**src/rtl/assert_macros.svh**
```systemverilog
// Assertion macros used by the top-level RTL file.
`ifndef ASSERT_MACROS_SVH
`define ASSERT_MACROS_SVH
// Implication checked on every rising clock edge outside reset.
`define ASSERT_IMPL(label, clk, rst, ante, cons) \
   label: assert property (@(posedge clk) disable iff (rst) (ante) |-> (cons)) \
      else $error("assertion failed");
// Next-cycle implication outside reset.
`define ASSERT_NEXT(label, clk, rst, ante, cons) \
   label: assert property (@(posedge clk) disable iff (rst) (ante) |=> (cons)) \
      else $error("assertion failed");
`endif

```
**src/rtl/pscheck_pkg.sv**
```systemverilog
// Shared types and constants of the pending suction check table.
package pscheck_pkg;
   localparam logic [1:0] REQ_CHECK  = 2'd0;
   localparam logic [1:0] REQ_SAMPLE = 2'd1;
   localparam logic [1:0] REQ_TICK   = 2'd2;

   localparam logic [2:0] ST_SUCCESS    = 3'd0;
   localparam logic [2:0] ST_TMO_SEEN   = 3'd1;
   localparam logic [2:0] ST_TMO_UNSEEN = 3'd2;
   localparam logic [2:0] ST_BAD_MASK   = 3'd3;
   localparam logic [2:0] ST_BAD_TMO    = 3'd4;
   localparam logic [2:0] ST_UNCONF     = 3'd5;
   localparam logic [2:0] ST_FULL       = 3'd6;

   localparam logic [1:0] MODE_GE = 2'd1;
   localparam logic [1:0] MODE_LE = 2'd2;

   localparam logic [2:0] CSR_THRESHOLD = 3'd0;
   localparam logic [2:0] CSR_MODE      = 3'd1;
   localparam logic [2:0] CSR_LIMIT     = 3'd2;
   localparam logic [2:0] CSR_LEFT      = 3'd3;
   localparam logic [2:0] CSR_CENTER    = 3'd4;
   localparam logic [2:0] CSR_RIGHT     = 3'd5;

   localparam logic [23:0] MAX_TIMEOUT = 24'd8640000;
   localparam logic [31:0] NO_PRESSURE = 32'h8000_0000;

   // Entry word: tag, mask, deadline.
   typedef struct packed {
      logic [7:0]  tag;
      logic [2:0]  mask;
      logic [31:0] deadline;
   } entry_type;

   // Result item as it leaves the block.
   typedef struct packed {
      logic              last;
      logic [2:0]        reached;
      logic [31:0]       right;
      logic [31:0]       center;
      logic [31:0]       left;
      logic [2:0]        status;
      logic [7:0]        tag;
   } result_type;
endpackage

```
**src/rtl/pscheck_ram.sv**
```systemverilog
// Generic single-port-write, single-port-read RAM with registered read.
module pscheck_ram #(
   parameter int WIDTH = 8,
   parameter int DEPTH = 8
) (
   input  logic                                        clock,
   input  logic                                        wr_en,
   input  logic [((DEPTH > 1) ? $clog2(DEPTH) : 1)-1:0] wr_addr,
   input  logic [WIDTH-1:0]                            wr_data,
   input  logic [((DEPTH > 1) ? $clog2(DEPTH) : 1)-1:0] rd_addr,
   output logic [WIDTH-1:0]                            rd_data
);
   logic [WIDTH-1:0] mem [DEPTH];
   logic [WIDTH-1:0] rd_data_ff;

   always_ff @(posedge clock) begin
      if (wr_en) mem[wr_addr] <= wr_data;
      rd_data_ff <= mem[rd_addr];
   end
   assign rd_data = rd_data_ff;
endmodule

```
**src/rtl/pending_suction_check_table.sv**
```systemverilog
// Top level of the pending suction check table.
//  channel | dir | handshake            | payload
//  req     | in  | req_tvalid/tready    | tdata, tuser = req_type
//  rsp     | out | rsp_tvalid/tready    | tdata, tuser = status, tlast
//  csr     | in  | csr_valid/csr_ready  | csr_index, csr_data
// A check request is taken while idle; a rejection is on rsp the cycle after.
// A sample or tick walks the pending checks in order, reading each entry from the RAM.
// Each removed check has every later entry moved down a slot.
// Input waits while a result sits unaccepted on rsp; a walk holds one result
// back until the next is found or the walk ends, and stalls if rsp is still busy.
// Reset is synchronous; it restores the configuration defaults and clears count, seen bits and tick count.
module pending_suction_check_table #(
   parameter int TABLE_DEPTH = 8
) (
   input  logic          clock,
   input  logic          reset,
   input  logic          req_tvalid,
   output logic          req_tready,
   // tdata: request_tag[7:0], mask[15:8], timeout_ticks[39:16],
   //        sample_valid[40], raw_pressure_a[72:41], b[104:73], c[136:105]
   input  logic [143:0]  req_tdata,
   // tuser: req_type[1:0]
   input  logic [1:0]    req_tuser,
   output logic          rsp_tvalid,
   input  logic          rsp_tready,
   // tdata: result_tag[7:0], left[39:8], center[71:40], right[103:72],
   //        reached_mask[106:104]
   output logic [111:0]  rsp_tdata,
   // tuser: status[2:0]
   output logic [2:0]    rsp_tuser,
   output logic          rsp_tlast,
   input  logic          csr_valid,
   output logic          csr_ready,
   input  logic [2:0]    csr_index,
   input  logic [31:0]   csr_data
);
   import pscheck_pkg::*;
   `include "assert_macros.svh"

   localparam int AW = (TABLE_DEPTH > 1) ? $clog2(TABLE_DEPTH) : 1;
   localparam int CW = $clog2(TABLE_DEPTH + 1);
   localparam int EW = $bits(entry_type);

   typedef enum logic [4:0] {
      S_IDLE  = 5'b00001,
      S_READ  = 5'b00010,
      S_EVAL  = 5'b00100,
      S_SHIFT = 5'b01000,
      S_FIN   = 5'b10000
   } state_type;

   // configuration
   logic [31:0] threshold_ff;
   logic [1:0]  mode_ff, lsrc_ff, csrc_ff, rsrc_ff;
   logic [3:0]  limit_ff;
   assign csr_ready = 1'b1;
   always_ff @(posedge clock) begin
      if (reset) begin
         threshold_ff <= 32'd96; mode_ff <= 2'd0; limit_ff <= 4'd8;
         lsrc_ff <= 2'd0; csrc_ff <= 2'd1; rsrc_ff <= 2'd2;
      end else if (csr_valid && csr_ready) begin
         case (csr_index)
            CSR_THRESHOLD: threshold_ff <= csr_data;
            CSR_MODE:      mode_ff <= csr_data[1:0];
            CSR_LIMIT:     limit_ff <= csr_data[3:0];
            CSR_LEFT:      lsrc_ff <= csr_data[1:0];
            CSR_CENTER:    csrc_ff <= csr_data[1:0];
            CSR_RIGHT:     rsrc_ff <= csr_data[1:0];
            default: ;
         endcase
      end
   end

   // state
   state_type state_ff, state_in;
   logic [CW-1:0] count_ff, count_in;
   logic [TABLE_DEPTH-1:0] seen_ff, seen_in;
   logic [31:0] tick_ff, tick_in;
   logic [2:0][31:0] lp_ff, lp_in;
   logic [2:0]  reached_ff, reached_in;
   logic        is_tick_ff, is_tick_in;
   logic [CW-1:0] idx_ff, idx_in;   // entry under test
   logic [CW-1:0] mv_ff, mv_in;     // shift cursor
   result_type  out_ff, out_in;
   logic        out_v_ff, out_v_in;
   result_type  pend_ff, pend_in;   // result held until the next one or the end
   logic        pend_v_ff, pend_v_in;

   // RAM
   logic          wr_en;
   logic [AW-1:0] wr_addr, rd_addr;
   entry_type     wr_data, rd_data;
   pscheck_ram #(.WIDTH(EW), .DEPTH(TABLE_DEPTH)) u_ram (
      .clock(clock), .wr_en(wr_en), .wr_addr(wr_addr), .wr_data(wr_data),
      .rd_addr(rd_addr), .rd_data(rd_data)
   );

   // request decode
   logic [7:0]  r_tag, r_mask;
   logic [23:0] r_tmo;
   logic        r_sv;
   logic [31:0] r_p [3];
   assign r_tag  = req_tdata[7:0];
   assign r_mask = req_tdata[15:8];
   assign r_tmo  = req_tdata[39:16];
   assign r_sv   = req_tdata[40];
   assign r_p[0] = req_tdata[72:41];
   assign r_p[1] = req_tdata[104:73];
   assign r_p[2] = req_tdata[136:105];

   function automatic logic [31:0] pick(input logic [1:0] s, input logic [31:0] a,
                                        input logic [31:0] b, input logic [31:0] c);
      case (s)
         2'd1: pick = b;
         2'd2: pick = c;
         default: pick = a;
      endcase
   endfunction

   function automatic logic pass(input logic [31:0] p, input logic [31:0] t,
                                 input logic [1:0] m);
      case (m)
         MODE_GE: pass = $signed(p) >= $signed(t);
         MODE_LE: pass = $signed(p) <= $signed(t);
         default: pass = 1'b0;
      endcase
   endfunction

   // sample remap and compare
   logic [2:0][31:0] s_p;
   logic [2:0]       s_reached;
   assign s_p[0] = pick(lsrc_ff, r_p[0], r_p[1], r_p[2]);
   assign s_p[1] = pick(csrc_ff, r_p[0], r_p[1], r_p[2]);
   assign s_p[2] = pick(rsrc_ff, r_p[0], r_p[1], r_p[2]);
   assign s_reached = {pass(s_p[2], threshold_ff, mode_ff),
                       pass(s_p[1], threshold_ff, mode_ff),
                       pass(s_p[0], threshold_ff, mode_ff)};

   // table full against both the limit register and the depth
   logic table_full;
   assign table_full = (count_ff >= CW'(TABLE_DEPTH)) ||
                       ({{(32-CW){1'b0}}, count_ff} >= {28'd0, limit_ff});

   logic out_free;
   assign out_free = !out_v_ff || rsp_tready;
   assign req_tready = (state_ff == S_IDLE) && out_free;

   // entry test: deadline reached on a tick, all collectors passed on a sample
   logic [31:0] age;
   logic        hit;
   assign age = tick_ff - rd_data.deadline;
   assign hit = is_tick_ff ? !age[31] : ((reached_ff & rd_data.mask) == rd_data.mask);

   logic [CW-1:0] idx_nx, mv_nx, mv_pv, cnt_pv;
   assign idx_nx = idx_ff + 1'b1;
   assign mv_nx  = mv_ff + 1'b1;
   assign mv_pv  = mv_ff - 1'b1;
   assign cnt_pv = count_ff - 1'b1;

   always_comb begin
      result_type r;
      state_in = state_ff; count_in = count_ff; seen_in = seen_ff; tick_in = tick_ff;
      lp_in = lp_ff; reached_in = reached_ff; is_tick_in = is_tick_ff;
      idx_in = idx_ff; mv_in = mv_ff;
      out_in = out_ff; out_v_in = out_v_ff && !rsp_tready;
      pend_in = pend_ff; pend_v_in = pend_v_ff;
      wr_en = 1'b0; wr_addr = count_ff[AW-1:0]; wr_data = '0; rd_addr = idx_ff[AW-1:0];
      r = '0;
      case (state_ff)
         S_IDLE: begin
            if (req_tvalid && req_tready) begin
               case (req_tuser)
                  REQ_CHECK: begin
                     r.tag = r_tag; r.left = NO_PRESSURE; r.center = NO_PRESSURE;
                     r.right = NO_PRESSURE; r.last = 1'b1;
                     if (r_mask == 8'd0 || (r_mask & 8'hf8) != 8'd0) r.status = ST_BAD_MASK;
                     else if (r_tmo == 24'd0 || r_tmo > MAX_TIMEOUT) r.status = ST_BAD_TMO;
                     else if (mode_ff != MODE_GE && mode_ff != MODE_LE) r.status = ST_UNCONF;
                     else if (table_full) r.status = ST_FULL;
                     else r.status = ST_SUCCESS;
                     if (r.status == ST_SUCCESS) begin
                        // stored at the end of the packed table, no result
                        wr_en = 1'b1;
                        wr_data.tag = r_tag; wr_data.mask = r_mask[2:0];
                        wr_data.deadline = tick_ff + {8'd0, r_tmo};
                        seen_in[count_ff[AW-1:0]] = 1'b0;
                        count_in = count_ff + 1'b1;
                     end else begin
                        out_in = r; out_v_in = 1'b1;
                     end
                  end
                  REQ_SAMPLE: begin
                     if (r_sv) begin
                        lp_in = s_p; reached_in = s_reached;
                        is_tick_in = 1'b0; idx_in = '0;
                        state_in = S_READ;
                     end
                  end
                  REQ_TICK: begin
                     tick_in = tick_ff + 32'd1;
                     is_tick_in = 1'b1; idx_in = '0;
                     state_in = S_READ;
                  end
                  default: ;
               endcase
            end
         end
         S_READ: begin
            // read of entry idx issued this cycle
            if (idx_ff >= count_ff) state_in = S_FIN;
            else state_in = S_EVAL;
         end
         S_EVAL: begin
            if (!is_tick_ff) seen_in[idx_ff[AW-1:0]] = 1'b1;
            if (!hit) begin
               idx_in = idx_nx;
               rd_addr = idx_nx[AW-1:0];
               state_in = (idx_nx >= count_ff) ? S_FIN : S_EVAL;
            end else if (!pend_v_ff || out_free) begin
               r.tag = rd_data.tag;
               if (is_tick_ff) begin
                  r.status = seen_ff[idx_ff[AW-1:0]] ? ST_TMO_SEEN : ST_TMO_UNSEEN;
               end else r.status = ST_SUCCESS;
               if (r.status == ST_TMO_UNSEEN) begin
                  r.left = NO_PRESSURE; r.center = NO_PRESSURE; r.right = NO_PRESSURE;
                  r.reached = 3'd0;
               end else begin
                  r.left = lp_ff[0]; r.center = lp_ff[1]; r.right = lp_ff[2];
                  r.reached = reached_ff;
               end
               // the held result is not the last one
               if (pend_v_ff) begin
                  out_in = pend_ff; out_v_in = 1'b1;
               end
               pend_in = r; pend_v_in = 1'b1;
               mv_in = idx_nx;
               rd_addr = idx_nx[AW-1:0];
               state_in = S_SHIFT;
            end
         end
         S_SHIFT: begin
            // rd_data holds entry mv; move it to mv-1
            if (mv_ff >= count_ff) begin
               count_in = cnt_pv;
               seen_in[cnt_pv[AW-1:0]] = 1'b0;
               state_in = S_READ;
            end else begin
               wr_en = 1'b1; wr_addr = mv_pv[AW-1:0]; wr_data = rd_data;
               seen_in[mv_pv[AW-1:0]] = seen_ff[mv_ff[AW-1:0]];
               mv_in = mv_nx;
               rd_addr = mv_nx[AW-1:0];
            end
         end
         S_FIN: begin
            // release the held result as the last of the run
            if (!pend_v_ff) state_in = S_IDLE;
            else if (out_free) begin
               out_in = pend_ff; out_in.last = 1'b1; out_v_in = 1'b1;
               pend_v_in = 1'b0;
               state_in = S_IDLE;
            end
         end
         default: state_in = S_IDLE;
      endcase
   end

   always_ff @(posedge clock) begin
      if (reset) begin
         state_ff <= S_IDLE; count_ff <= '0; seen_ff <= '0; tick_ff <= '0;
         reached_ff <= '0; out_v_ff <= 1'b0; pend_v_ff <= 1'b0;
      end else begin
         state_ff <= state_in; count_ff <= count_in; seen_ff <= seen_in;
         tick_ff <= tick_in; reached_ff <= reached_in; out_v_ff <= out_v_in;
         pend_v_ff <= pend_v_in;
      end
      lp_ff <= lp_in; is_tick_ff <= is_tick_in; idx_ff <= idx_in; mv_ff <= mv_in;
      out_ff <= out_in; pend_ff <= pend_in;
   end

   assign rsp_tvalid = out_v_ff;
   assign rsp_tdata  = {5'd0, out_ff.reached, out_ff.right, out_ff.center,
                        out_ff.left, out_ff.tag};
   assign rsp_tuser  = out_ff.status;
   assign rsp_tlast  = out_ff.last;

   `ASSERT_IMPL(a_count_bound, clock, reset, 1'b1, count_ff <= CW'(TABLE_DEPTH))
   `ASSERT_NEXT(a_out_hold, clock, reset, rsp_tvalid && !rsp_tready,
                rsp_tvalid && $stable(rsp_tdata))
   `ASSERT_IMPL(a_no_accept_busy, clock, reset, state_ff != S_IDLE, !req_tready)
endmodule

```
**config.mk**
```make
export PLATFORM = sky130hd
export DESIGN_NAME = pending_suction_check_table
export DESIGN_NICKNAME = d
export VERILOG_FILES = /design/src/rtl/pscheck_pkg.sv /design/src/rtl/pscheck_ram.sv /design/src/rtl/pending_suction_check_table.sv
export VERILOG_INCLUDE_DIRS = /design/src /design/src/rtl
export SDC_FILE = /design/constraint.sdc
export NUM_CORES = 1
export LEC_CHECK = 0
export BUFFER_PORTS_ARGS = -buffer_cell sky130_fd_sc_hd__clkbuf_2
export CAP_MARGIN = 10
export CORE_MARGIN = 2
export CORE_UTILIZATION = 40
export CTS_CLUSTER_SIZE = 8
export DETAILED_ROUTE_END_ITERATION = 8
export PLACE_DENSITY = 0.65
export SLEW_MARGIN = 10
export SYNTH_ARGS = -nofsm -noshare
export SYNTH_HDL_FRONTEND = slang
export SYNTH_SLANG_ARGS = --single-unit
```
**constraint.sdc**
```tcl
create_clock -name clock -period 9.33 [get_ports clock]
set_clock_uncertainty 0.1 [all_clocks]
set_input_delay 0.933 -clock clock [delete_from_list [all_inputs] [get_ports clock]]
set_output_delay 0.933 -clock clock [all_outputs]
set_load 0.01 [all_outputs]
```
==> implementation parameters, run 1 <==
Parameter                              Value

STA
  Number of hold violations in the final report    0
  Worst relative slew slack    22.5%
  Number of setup violations in the final report    0
  Final total negative setup slack    0 ns
  Min cycle time layout    5.50 ns
  Unrepaired setup endpoints after global routing    no
  Number of max-slew violations in the final report    0
  Measured slew at the worst slew-check pin    1.16 ns
  Timing-limited maximum frequency    0.182 GHz
  Share of the clock period used by the worst path    58.9%

Floorplanning
  Initial standard-cell utilization of the core    40.2%
  Placeable Area    93,200 sq um
  Chip width    310 um
  Die Height    310 um
  Top-level port count    305
  Die Outline Area    96,200 sq um
  Total number of placement rows    112

Global route
  Global-route met3 utilization    4.74%
  Initial antenna violation count    19
  Total routing resource utilization after global routing    20.8%
  Vias in the first global route    24,300
  Largest net degree at the start of global routing    112
  GR Layer Usage met2    33.2%
  Met1 Use GR    28.0%
  Most Crowded Layer GR    met2
  Wire length of the first global-routing pass    150,000 um
  Overall overflow remaining after global route    0

Drt
  Drt first-iter violations    2,330
  Via-per-instance ratio    5.46
  Pre-antenna DRT Iters    5
  Routed length per placed instance    22.0 um
  Total Wirelength    102,000 um
  Post-route ant nets    0
  Overall via count from detail_route    25,300
  DRC violation count after routing    0

Clock tree
  Post-CTS Repair Setup Buffers    0
  Clock input transition at the sequential cells of the worst setup and hold paths    0.05 ns
  Hold buffers post-CTS    0
  Clock Tree Buf Depth    3
  Clock insertion delay at the later pin of the skew report    0.70 ns
  CTS root buffer    clkbuf_16
  Post-cts repair resize count    0
  Deepest level of the CTS H-tree    3
  Number of buffers inserted during clock tree synthesis    112
  TritonCTS clock tree    built
  TritonCTS sink count    810

Logic synthesis
  Average footprint of a synthesized cell    12.6 sq um
  Register area share after synthesis    61.1%
  Leading register cell type out of synthesis    edfxtp_1
  Most common cell in the synthesized netlist    edfxtp_1
  Async S/R FF share, synth    0%
  Post-synthesis cell type count    81
  Cell count after synthesis    2,981
  Cell area after technology mapping    37,500 sq um
  Portion of synthesized cell area occupied by the leading cell type    53.6%
  Area contributors post-synth    edfxtp_1 54%, dfxtp_1 7.5%, ha_1 6.0%, mux2i_1 3.8%, nand2_1 3.4%
  Top post-synthesis cells by count    669 x edfxtp_1, 342 x nand2_1, 200 x and2_1, 180 x ha_1, 147 x o21ai_0
  Biggest area consumer among synthesized cells    edfxtp_1
  Post-synth EDFFs    669
  #FFs+latches synth    810
  Number of warnings printed during yosys synthesis    0

Place
  Port buffer count    291
  Cells after DPL    4,414
  Routability congestion estimate from global placement    0.938
  Final HPWL from detailed placement    65,000 um

Pwr
  Power density normalized to cell area    190 nW/um^2
  Worst IR drop on VDD    0.168 mV
  Design internal power    6.40 mW
  P_sw    1.90 mW
  Relative contribution of combinational cells to total power    6.6%
  Clk pwr share    45.6%
  Sw Ratio    22.8%
  Lkg Pwr    16.4 nW
  Sequential share of power    47.8%

Run status
  Status    complete, no violations

Worst setup path
  Kind of end point of the critical path    flop
  Arrival @ worst endpoint    5.67 ns
  Data required time of the critical path    9.51 ns
  Classification of the worst setup path    reg2reg
  Startpoint Class    flop
  Largest driver fanout on the critical path    43

Finish
  Layout net count    3,641
  Number of non-filler instances in the completed layout    4,630
  Area overhead of the layout relative to synthesis    16.4%
  Share of final-layout standard cells stronger than drive strength 1    16.6%

Hold path
  Type of the tightest min-delay check    reg2reg

Job
  Max-capacitance violation count    0
[worst paths after layout]
path	slack, ns	start	end	cells after the start
min reg2reg	0.32	u_ram.rd_data[40]	pend_ff[5]	0
min	0.32	u_ram.rd_data[40]	pend_ff[5]	0
max	3.83	count_ff[0]	u_ram.mem[6][4]	13
max reg2reg	3.83	count_ff[0]	u_ram.mem[6][4]	13
[flip-flops by register name, summed over array words and instances, names as in the netlist, 4 cells and up]
register and cells:
u_ram.mem 344, state_ff 5, limit_ff 4, count_ff 4, idx_ff 4, mv_ff 4, seen_ff 8, tick_ff 32
lp_ff 96, pend_ff 109, threshold_ff 32, u_ram.rd_data 43, rsp_tdata 107
[per-layer routing]
metal | share of wire [%] | vias to the layer above | wire (um)
li1 | - | 11800 | -
met5 | 0.12 | - | 121
met4 | 2.6 | 18 | 2610
met2 | 47 | 1053 | 47800
met3 | 8.0 | 188 | 8120
met1 | 42 | 12300 | 43100
[power by group through the flow]
| stage | registers (mW) | clock network, mW | logic (mW) |
|---|---|---|---|
| final | 3.97 | 3.78 | 0.550 |
| after global routing | 3.97 | 4.00 | 0.598 |
| after CTS | 3.97 | 3.85 | 0.544 |
| after detailed placement | 4.04 | 0 | 0.541 |
| after global placement | 4.04 | 0 | 0.534 |
| after floorplan | 4.05 | 0 | 0.318 |
[cell families (layout without fill, tap and decap cells)]
group,Yosys count,count (layout),synth area share [%]
compound gates,653,653,12.8
xor+xnor,64,64,1.49
fa+ha+maj,181,181,6.06
buf+inv,267,645,3.13
flops,810,810,61.1
mux,157,157,4.37
other cells,2,19,0.0200
simple gates,847,847,11.0
[cell usage in the layout, fill, tap and decap left out, types with 32 or more instances in the layout]
| master | count |
|---|---|
| and2_1 | 199 |
| ha_1 | 177 |
| nor2_1 | 106 |
| a32o_1 | 43 |
| inv_1 | 109 |
| a221oi_2 | 44 |
| nand2_1 | 340 |
| xor2_1 | 34 |
| a22oi_1 | 98 |
| a21o_1 | 51 |
| nand4_1 | 39 |
| o21ai_0 | 143 |
| nand3_1 | 32 |
| edfxtp_1 | 669 |
| clkbuf_16 | 112 |
| mux2i_1 | 143 |
| a21oi_1 | 115 |
| clkbuf_1 | 81 |
| nor3_1 | 33 |
| buf_4 | 42 |
| dfxtp_1 | 141 |
| clkbuf_2 | 290 |
[stage by stage]
step           utilization [%]  total power [mW]  worst slack, ns  instance area [sq um]  hold WS [ns]
2_1_floorplan                -              4.37            0.719                  37500         0.309
3_3_place_gp              43.3              4.57             3.93                  40300         0.313
3_5_place_dp              43.3              4.58             3.95                  40300         0.315
4_1_cts                   46.8              8.36             3.91                  43600         0.327
5_1_grt                   46.8              8.57             3.57                  43600         0.341
6_report                  46.8              8.30             3.83                  43700         0.325
[cell type report]
class	instances	area, sq um
Fill cell	8323	49500
Timing Repair Buffer	333	1790
Clock buffer	194	3120
Inverter	109	409
Tap cell	1254	1570
Sequential cell	810	22900
Clock inverter	9	184
Antenna cell	13	32.5
Multi-Input combinational cell	1908	13600
[critical path: stages (launching register included)]
cell	delay (ns)
dfxtp_1	0.69
inv_1	0.21
ha_1	0.32
nand2b_1	0.14
a21o_1	0.17
a21o_1	0.17
a211oi_1	0.57
nand4_1	0.28
nor3b_2	0.75
buf_4	0.45
and2_1	0.25
nand3_1	0.17
o31ai_4	0.09
buf_4	0.68
(Power assumes the default switching activity.)
==> run 2, diff against run 1 <==
Settings changed: ABC_AREA from default to 1, PLACE_DENSITY 0.65 to 0.63.
Clock period 9.33 ns to 5.65 ns, I/O delays scaled along.
==> run 2 against run 1 <==
Against the previous run:
- power grew 120%
- non-clock buffer count grew 18
- first-iteration DRC count grew 19%
- critical endpoint is now u_ram.mem[5][21]
- synthesized cell count grew 44%
- sequential share of layout area shrank 3.4 points
- largest power group unchanged
- highest routed layer unchanged
- clock power grew 65%
- worst hold slack lost 0.27 ns
- sequential power grew 86%
- critical path type unchanged
- utilization shrank 0.25 points
==> implementation parameters, run 2 <==
Parameter                              Value

Pwr
  Lkg Pwr    21.2 nW
  Worst IR drop on VDD    0.249 mV
  Final Total Pwr    18.0 mW
  Clk pwr share    34.5%
  Sequential share of power    41.0%
  Relative contribution of combinational cells to total power    24.5%
  Design internal power    12.2 mW
  Sw Ratio    32.5%
  P_sw    5.86 mW
  Power density normalized to cell area    386 nW/um^2

Drt
  Overall via count from detail_route    30,800
  Post-route ant nets    0
  Wire length on met1    50,900 um
  Pre-antenna DRT Iters    7
  Via-per-instance ratio    5.16
  Highest routed layer    met5
  Drt first-iter violations    2,776
  Routed length per placed instance    19.2 um
  Length of routed met3 wiring    9560 um
  Wire length on met2    51,200 um
  Total Wirelength    115,000 um
  DRC violation count after routing    0

Logic synthesis
  Cell count after synthesis    4,289
  #FFs+latches synth    810
  Average footprint of a synthesized cell    9.42 sq um
  Cell area after technology mapping    40,400 sq um
  Post-synthesis cell type count    65
  Top post-synthesis cells by count    868 x inv_1, 785 x nand2_1, 669 x edfxtp_1, 396 x nand3_1, 258 x o21ai_0
  Leading register cell type out of synthesis    edfxtp_1
  Post-synth EDFFs    669
  Async S/R FF share, synth    0%
  Register area share after synthesis    56.7%
  Most common cell in the synthesized netlist    inv_1
  Portion of synthesized cell area occupied by the leading cell type    49.7%
  Biggest area consumer among synthesized cells    edfxtp_1
  Number of warnings printed during yosys synthesis    0
  Area contributors post-synth    edfxtp_1 50%, inv_1 8.1%, nand2_1 7.3%, dfxtp_1 7.0%, ha_1 5.6%

Worst setup path
  Classification of the worst setup path    reg2reg
  Arrival @ worst endpoint    4.96 ns
  Largest driver fanout on the critical path    14
  Setup slack, reg-to-reg    0.93 ns
  Kind of end point of the critical path    flop
  Largest delay share family, worst path    buffers and inverters
  Critical Path, Cell by Cell    inv_1 > ha_1 > o21ai_0 > inv_1 > o21ai_0 > inv_1 > o21ai_0 > nand2_1 > nor2_1 > nand3_1 > inv_1 > nand2_1 > inv_1 > nand2_1 > o22ai_1
  Data required time of the critical path    5.88 ns
  Stage delay of the slowest cell on the critical path    0.70 ns
  Startpoint Class    flop
  Count of buffer and inverter cells on the critical path    5
  Most frequent cell on the critical path    inv_1
  Cell at the slowest stage of the critical path    o22ai_1

Clock tree
  TritonCTS clock tree    built
  Deepest level of the CTS H-tree    3
  CTS root buffer    clkbuf_16
  Clock insertion delay at the later pin of the skew report    0.69 ns
  Post-CTS Repair Setup Buffers    0
  TritonCTS sink count    810
  Number of buffers inserted during clock tree synthesis    111
  Hold buffers post-CTS    0
  Post-cts repair resize count    0
  Clock input transition at the sequential cells of the worst setup and hold paths    0.05 ns
  Clock Tree Buf Depth    3

Floorplanning
  Top-level port count    305
  Initial standard-cell utilization of the core    40.4%
  Die Height    322 um
  Die Outline Area    104,000 sq um
  Placeable Area    100,000 sq um
  Total number of placement rows    116
  Chip width    322 um

Place
  Final HPWL from detailed placement    76,300 um
  Routability congestion estimate from global placement    0.920
  Port buffer count    291
  Post-placement worst setup slack    1.05 ns

Finish
  Layout net count    4,937
  Share of final-layout standard cells stronger than drive strength 1    11.9%
  Most frequent cells in the layout    864 x inv_1, 783 x nand2_1, 669 x edfxtp_1, 396 x nand3_1, 291 x clkbuf_2
  Most frequent standard cell in the layout excluding fill and tap cells    inv_1
  Max reg flops    344
  Filler cells    9,410
  Area overhead of the layout relative to synthesis    15.5%
  Top reg by flops    u_ram.mem

Global route
  Vias in the first global route    28,900
  Total routing resource utilization after global routing    21.8%
  Wire length of the first global-routing pass    173,000 um
  Initial antenna violation count    11
  Overall overflow remaining after global route    0
  Largest net degree at the start of global routing    94

STA
  Number of setup violations in the final report    0
  Final total negative setup slack    0 ns
  Min cycle time layout    4.72 ns
  Fin Hold WS    0.0575 ns
  Number of hold violations in the final report    0
  Post-route worst setup slack    0.926 ns
  Unrepaired setup endpoints after global routing    no
  Number of max-slew violations in the final report    0
  Worst relative slew slack    23.2%
  Share of the clock period used by the worst path    83.6%
  Measured slew at the worst slew-check pin    1.14 ns
  Timing-limited maximum frequency    0.212 GHz

Job
  Max-capacitance violation count    0

Run status
  Status    complete, no violations

Hold path
  Type of the tightest min-delay check    in2reg
-- run 2: cell type report --
type,instances,area (sq um),share of cell area (%)
flip-flops and latches,810,22900,49.1
multi-input cells,2417,13500,28.8
inverters,879,3300,7.08
clock buffers,199,3130,6.71
repair buffers,351,2110,4.53
well taps,1298,1620,3.48
clock inverters,6,96.3,0.206
diodes,9,22.5,0.0483
-- run 2: final timing paths --
check | from | endpoint | depth (start not counted)
worst max-delay path | count_ff[0] | u_ram.mem[5][21] | 15
worst min-delay path | csr_data[5] | threshold_ff[5] | 3
worst max register to register | count_ff[0] | u_ram.mem[5][21] | 15
worst min register to register | u_ram.rd_data[39] | pend_ff[4] | 0
-- run 2: cell families (layout without fill, tap and decap cells) --
logic type | count (synthesis) | count (layout) | synth area share, %
other cells | 2 | 15 | 0.0186
flops | 810 | 810 | 56.7
buf+inv | 1066 | 1435 | 10.3
fa+ha+maj | 181 | 181 | 5.62
simple gates | 1563 | 1563 | 17.0
compound gates | 643 | 643 | 9.82
xor+xnor | 24 | 24 | 0.520
-- run 2: tightest hold or removal path, delay by kind of cell --
| family | cells | cell delay, ns |
|---|---|---|
| simple gates | 1 | 0.05 |
| compound gates | 1 | 0.07 |
| buf+inv | 1 | 0.10 |
-- run 2: stage by stage --
step	utilization [%]	std cells	area (sq um)
6_report	46.6	5969	46700
5_1_grt	46.6	5967	46700
4_1_cts	46.5	5959	46600
3_5_place_dp	43.3	5754	43400
3_3_place_gp	43.3	5754	43400
2_1_floorplan	-	4293	40400
-- run 2: per-layer routing --
metal / vias up / track usage [%]
met5: - / 0
met1: 14500 / 30.8
li1: 14900 / -
met4: 6 / 6.91
met2: 1192 / 33.5
met3: 189 / 4.26
-- run 2: power by group through the flow --
stage | combinational, mW | clock, mW | sequential [mW]
floorplan | 2.68 | 0 | 7.60
global placement | 4.35 | 0 | 7.50
detailed placement | 4.39 | 0 | 7.49
CTS | 4.41 | 6.31 | 7.39
global route | 4.90 | 6.59 | 7.43
finish | 4.41 | 6.22 | 7.39
